--- config.mk ---
export PLATFORM = sky130hd
export DESIGN_NAME = rcrs_ctrl
export DESIGN_NICKNAME = d
export VERILOG_FILES = /design/src/sv/rotating_codebook_rank_select_codec_core_macros.svh /design/src/sv/rcrs_pkg.sv /design/src/sv/rcrs_ctrl.sv
export SDC_FILE = /design/constraint.sdc
export NUM_CORES = 1
export LEC_CHECK = 0
export BUFFER_PORTS_ARGS = -buffer_cell sky130_fd_sc_hd__buf_2
export CORE_AREA = 2 2 39 41
export DETAILED_ROUTE_END_ITERATION = 12
export DIE_AREA = 0 0 41 43
export PLACE_DENSITY = 0.54
export SLEW_MARGIN = 20
export SYNTH_ARGS = -nofsm -noshare
export SYNTH_HDL_FRONTEND = slang
export SYNTH_SLANG_ARGS = --single-unit
--- constraint.sdc ---
create_clock -name clk_i -period 1.9 [get_ports clk_i]
set_input_delay 0 -clock clk_i [delete_from_list [all_inputs] [get_ports clk_i]]
set_output_delay 0 -clock clk_i [all_outputs]
set_load 0.05 [all_outputs]
--- src/sv/rotating_codebook_rank_select_codec_core_macros.svh ---
// ---------------------------------------------------------------------------
// Assertion macros for the rotating codebook rank/select codec
// Shared clocking and reset for the concurrent checks of the codec.
// ---------------------------------------------------------------------------
`ifndef ROTATING_CODEBOOK_RANK_SELECT_CODEC_CORE_MACROS_SVH
`define ROTATING_CODEBOOK_RANK_SELECT_CODEC_CORE_MACROS_SVH

// Same-cycle implication, checked out of reset.
`define RCRS_ASSERT_IMPL(label, ante, cons) \
  label: assert property (@(posedge clk_i) disable iff (!rst_ni) (ante) |-> (cons)) \
    else $error("rcrs: implication check failed");

// Next-cycle implication, checked out of reset.
`define RCRS_ASSERT_NEXT(label, ante, cons) \
  label: assert property (@(posedge clk_i) disable iff (!rst_ni) (ante) |=> (cons)) \
    else $error("rcrs: next-cycle check failed");

`endif

--- src/sv/rcrs_pkg.sv ---
// ---------------------------------------------------------------------------
// rcrs_pkg
// Constants, opcodes and controller/datapath link types of the codec.
// ---------------------------------------------------------------------------
`default_nettype none

package rcrs_pkg;

  localparam int BETA          = 4;
  localparam int NU            = 16;
  localparam int VALUE_LIMIT   = ((1 << (2 * BETA)) < 256) ? (1 << (2 * BETA)) : 256;
  localparam int MAX_COUNT     = (NU < 16) ? NU : 16;

  // Bitmap memory: one 16-bit row per access, 16 rows per codebook
  localparam int ROW_BITS      = 16;
  localparam int BIT_SEL_W     = $clog2(ROW_BITS);
  localparam int ROWS_PER_BANK = 16;
  localparam int ROW_SEL_W     = $clog2(ROWS_PER_BANK);
  localparam int BANKS         = 16;
  localparam int BANK_W        = $clog2(BANKS);
  localparam int MEM_ROWS      = BANKS * ROWS_PER_BANK;
  localparam int ADDR_W        = $clog2(MEM_ROWS);

  typedef enum logic [1:0] {
    OP_LOAD   = 2'd0,
    OP_ENCODE = 2'd1,
    OP_DECODE = 2'd2
  } rcrs_op_e;

  localparam logic CFG_SYMBOL_BITS    = 1'b0;
  localparam logic CFG_CODEBOOK_COUNT = 1'b1;

  typedef struct packed {
    logic                 accept;
    logic                 issue;
    logic [ROW_SEL_W-1:0] row;
    logic                 load_out;
  } rcrs_cmd_t;

  typedef struct packed {
    logic scan_req;
    logic scan_done;
    logic out_free;
  } rcrs_status_t;

endpackage

`default_nettype wire

--- src/sv/rcrs_ctrl.sv ---
// ---------------------------------------------------------------------------
// rcrs_ctrl
// Sequencer: accepts requests, walks the codebook rows, hands off results.
// ---------------------------------------------------------------------------
`default_nettype none

module rcrs_ctrl (
  input  logic                  clk_i,
  input  logic                  rst_ni,
  input  logic                  in_valid_i,
  output logic                  in_ready_o,
  output rcrs_pkg::rcrs_cmd_t    cmd_o,
  input  rcrs_pkg::rcrs_status_t status_i
);
  import rcrs_pkg::*;

  typedef enum logic [1:0] {
    S_IDLE,
    S_SCAN,
    S_FINISH
  } state_e;

  state_e               state_q;
  logic [ROW_SEL_W-1:0] iss_q;
  logic                 iss_end_q;

  always_comb begin
    in_ready_o      = (state_q == S_IDLE);
    cmd_o.accept    = in_ready_o && in_valid_i;
    cmd_o.issue     = (state_q == S_SCAN) && !iss_end_q && !status_i.scan_done;
    cmd_o.row       = iss_q;
    cmd_o.load_out  = (state_q == S_FINISH) && status_i.out_free;
  end

  always_ff @(posedge clk_i or negedge rst_ni) begin
    if (!rst_ni) begin
      state_q   <= S_IDLE;
      iss_q     <= '0;
      iss_end_q <= 1'b0;
    end else begin
      unique case (state_q)
        S_IDLE: begin
          if (cmd_o.accept && status_i.scan_req) begin
            state_q   <= S_SCAN;
            iss_q     <= '0;
            iss_end_q <= 1'b0;
          end
        end
        S_SCAN: begin
          if (status_i.scan_done) begin
            state_q <= S_FINISH;
          end else if (cmd_o.issue) begin
            iss_q <= iss_q + ROW_SEL_W'(1);
            if (iss_q == ROW_SEL_W'(ROWS_PER_BANK - 1)) begin
              iss_end_q <= 1'b1;
            end
          end
        end
        S_FINISH: begin
          // hold until the output register can take the result
          if (status_i.out_free) begin
            state_q <= S_IDLE;
          end
        end
        default: state_q <= S_IDLE;
      endcase
    end
  end

endmodule

`default_nettype wire

## Yosys cells after proc, flatten, opt, wreduce, memory -nomap -nowiden

Cells that the tools add are included.

- Add/subtract/negate cells: 1
- Reductions and logical operators: 12
- Eq/ne operators: 9
- Mux-type cells: 13

Operator list:

| kind | count |
|---|---|
| two-way mux 4 bit | 3 |
| != test 2 bit, second input constant | 4 |
| case mux 4 bit (2 select lines) | 1 |
| two-way mux 2 bit | 3 |
| case mux 2 bit (3 select lines) | 1 |
| logical AND 1 bit | 5 |
| AND reduction 5 bit | 1 |
| adder 4 x 1 -> 4 bit, second input constant | 1 |
| equality test 4 bit, second input constant | 1 |
| two-way mux 1 bit | 4 |
| != test 2 x 1 -> 1 bit, second input constant | 2 |
| AND reduction 4 bit | 1 |
| AND reduction 3 bit | 1 |
| equality test 2 x 1 -> 1 bit, second input constant | 1 |
| equality test 2 bit, second input constant | 1 |
| zero test 1 bit | 2 |
| zero test 2 bit | 1 |
| case mux 1 bit (2 select lines) | 1 |
| nonzero test 2 bit | 1 |

- Flip-flop bits (word level): 7
- Output and inout port bits: 8
- Logic and storage cells: 38
- Bits of input ports: 6

## Logic depth before layout (Yosys ltp)

- Depth after elaboration: 6
- Gate-level depth with buffers: 4
- Mapped depth without buffers: 4

## Worst setup path after synthesis

Ideal clock, no wire load.

- Kind: register to output
- Start point: register state_q[0]
- End point: output cmd_o[6] (netlist name)
- Slack: 0.266 ns
- Data arrival time: 1.634 ns
- Data required time: 1.900 ns
- Cell stages (with the launch flop): 3
- Buffers on the path: 0
- Cells stage by stage: dfrtp_1 > nor2_1 > and2_1

RTL lines:

| element | RTL line | RTL |
|---|---|---|
| start, declared | rcrs_ctrl.sv:23 | `state_e state_q;` |
| start signal, assigned | rcrs_ctrl.sv:37 | `state_q <= S_IDLE;` |
| start signal, assigned | rcrs_ctrl.sv:44 | `state_q <= S_SCAN;` |
| start signal, assigned | rcrs_ctrl.sv:51 | `state_q <= S_FINISH;` |
| end, declared | rcrs_ctrl.sv:12 | `output rcrs_pkg::rcrs_cmd_t cmd_o,` |

==> results by group <==
Outcome
  • Status: finished clean

Floorplan
  • IO Count: 14
  • Die Y: about 43 um
  • Core area: between 1000 and 1500 um2
  • Die Footprint: between 1500 and 2000 um2
  • Die W: 41 um
  • # rows: 14
  • Initial Util: 0.258

Route
  • Via-to-Cell Ratio: 4.69
  • Met1 WL: about 360 um
  • Top Metal Used: met4
  • DRC viols: 0
  • Final WL: between 700 and 800 um
  • Routed vias: 328
  • DRT Pass-1 Iters: 3
  • Final ANT Viol Nets: 0
  • Met3 WL: 46 um
  • Initial DRC Count: 2
  • Avg WL per Cell: 11.2 um
  • WL met2: 325 um

Timing
  • Maximum clock rate: 609 MHz
  • Worst Skew: 0.00560 ns
  • Min Tclk post-route: 1.64 ns
  • Final setup viols: 0
  • RSZ-0062 raised after global routing: no
  • Final period utilization: 0.864
  • Max-slew violations: 0
  • Worst Tran Pin Value: approximately 0.27 ns
  • Setup tns final: 0 ns
  • Worst rel slew slack: 0.821
  • Final hold vios: 0
  • Final hold slack: 0.0437 ns

Synth
  • Area contributors post-synth: dfrtp_1 49%, mux2i_1 5.6%, nand2_1 5.3%
  • Seq/Total Area, Yosys: 0.491
  • Mean Syn Cell Area: approximately 10 um2
  • Synth warn: 0
  • Top_reg_cell synth: dfrtp_1
  • EDFF count, synth: 0
  • Library cells used by synthesis: 19
  • Area leader, netlist: dfrtp_1
  • Synthesized area: 357 um2
  • Post-synthesis net count: between 40 and 50
  • Post-synth ARST share: 1.00
  • Commonest cells post-synth: 7 x dfrtp_1, 5 x nand2_1, 3 x o21ai_0
  • Share of the synthesized area in the top cell type: 0.491
  • Yosys reg bits: 7
  • Synth Instances: 35
  • Most common cell in the netlist: dfrtp_1

Global routing
  • GRT Total Usage: 0.125
  • First-pass GRT wire length: between 1000 and 1500 um
  • Global route total overflow: 0
  • Vias in the first global route: 307
  • Antenna violations before repair: 0
  • Largest net degree at the start of global routing: 9

Setup path
  • WP data arrival: 1.64 ns
  • CP required: 1.90 ns
  • Top delay family on crit path: simple AND/OR/NAND/NOR gates
  • CP Launch Type: register
  • CP Max Fanout: 8
  • Cell with the biggest individual delay on the critical path: or4b_4
  • Setup crit end kind: output pin
  • Crit-path max cell delay: approximately 0.6 ns
  • Crit Path Class: reg2out
  • Critical path cell sequence: or4b_4, inv_2, buf_2
  • CP Buf/Inv Count: 2

Pwr
  • Worst vdd ir: around 0.46 mV
  • Power Density: 1140 nW/um2
  • LEAKAGE: 0.262 nW

Placed design
  • Gpl congestion: between 0.6 and 0.7
  • PortBufs: 13
  • HPWL Detailed: 588 um

Cells and area
  • Nets: 62
  • # fillers: 152
  • Share of cells above drive strength 1: 0.352
  • # diodes: 0
  • Layout Utilization: 0.353
  • Area delta synth->final: 36.8%

Clock network
  • Root Buffer: clkbuf_4
  • CTS tree: done
  • H-Tree Depth: 1
  • Cts repair resizes: 0
  • Clock Tree Buf Depth: 2
  • CTS buffer count: 3
  • Clock Latency Late Sink: 0.26 ns
  • Clk pin slew, worst setup/hold paths: 0.05 ns
  • Clock tree sinks: 7

Hold path
  • Min-Delay Path Class: in2reg

Flow run
  • Max-cap violations: 0
[power breakdown]
part | internal, mW | total [mW] | leakage (nW) | switching, mW
Sequential | 0.175 | 0.209 | 0.0946 | 0.0338
Combinational | 0.0581 | 0.201 | 0.153 | 0.143
Clock | 0.0808 | 0.145 | 0.0150 | 0.0639
Total | 0.314 | 0.554 | 0.262 | 0.240
[area by class of cell]
type / instances / area [um2] / area share
flip-flops and latches: 7 / 175 / 0.359
clock buffers: 4 / 26.3 / 0.0538
inverters: 3 / 11.3 / 0.0231
multi-input cells: 25 / 170 / 0.349
well taps: 16 / 20.0 / 0.0410
repair buffers: 15 / 85.1 / 0.174
[stage by stage]
stage                     power, mW  worst slack (ns)  instance area [um2]  cells
after global routing          0.586             0.193                  488     70
after detailed placement      0.410             0.407                  442     64
after floorplan               0.358             0.266                  357     35
after CTS                     0.557             0.254                  488     70
after global placement        0.410             0.430                  442     64
final                         0.554             0.258                  488     70
[repair_timing]
action,CTS,global route
endpoints found under the hold margin,8,0
hold buffers,2,0
buffers inserted,0,0
[cell families after synthesis]
| group | count (synthesis) | synth area share |
|---|---|---|
| buf+inv | 3 | 0.0316 |
| fa+ha+maj | 1 | 0.0351 |
| simple gates | 18 | 0.319 |
| compound gates | 4 | 0.0667 |
| mux | 2 | 0.0561 |
| flops | 7 | 0.491 |
[worst register-to-register path, stage by stage, from the launching register on]
cell	delay [ns]
dfrtp_1	0.44
or4b_4	0.60
inv_2	0.09
nand4_1	0.11
mux2i_1	0.14
[path summary, 6_finish.rpt]
| path | startpoint | to | slack [ns] | depth (start not counted) |
|---|---|---|---|---|
| worst max-delay path | state_q[1]$_DFFE_PN0P_ | cmd_o[5] | 0.26 | 3 |
| worst min-delay path | status_i[1] | state_q[1]$_DFFE_PN0P_ | 0.04 | 3 |
| worst max register to register | state_q[1]$_DFFE_PN0P_ | iss_q[3]$_DFFE_PN0P_ | 0.41 | 4 |
| worst min register to register | iss_q[3]$_DFFE_PN0P_ | iss_q[3]$_DFFE_PN0P_ | 0.52 | 1 |
| max in group asynchronous | rst_ni | state_q[1]$_DFFE_PN0P_ | 1.64 | 2 |
| min in group asynchronous | rst_ni | iss_q[2]$_DFFE_PN0P_ | 0.10 | 2 |
[placed cells by master (no fill, tap or decap)]
cell / netlist / routed
nand3b_1: 1 / 1
ha_1: 1 / 1
dlygate4sd3_1: 0 / 2
nand4_1: 1 / 1
nor3b_1: 1 / 1
nand2_1: 5 / 5
or3b_2: 1 / 1
inv_1: 2 / 2
nor2_1: 2 / 2
a41oi_1: 1 / 1
nand4bb_1: 1 / 1
clkbuf_4: 0 / 3
clkbuf_1: 0 / 1
or2b_1: 1 / 1
dfrtp_1: 7 / 7
or4b_4: 1 / 1
nand3_1: 2 / 2
nand4b_1: 1 / 1
buf_2: 0 / 13
o21ai_0: 3 / 3
inv_2: 1 / 1
and2_1: 1 / 1
mux2i_1: 2 / 2
[metal layers]
metal,up-vias,track usage
met1,151,0.147
met4,0,0.160
met2,9,0.144
met5,-,0
li1,164,-
met3,4,0.0471
[registers in the layout (all words and copies together), names as in the netlist]
| signal | cells |
|---|---|
| iss_q | 4 |
| state_q | 2 |
| iss_end_q | 1 |
Power figures use the tool's default switching activity.
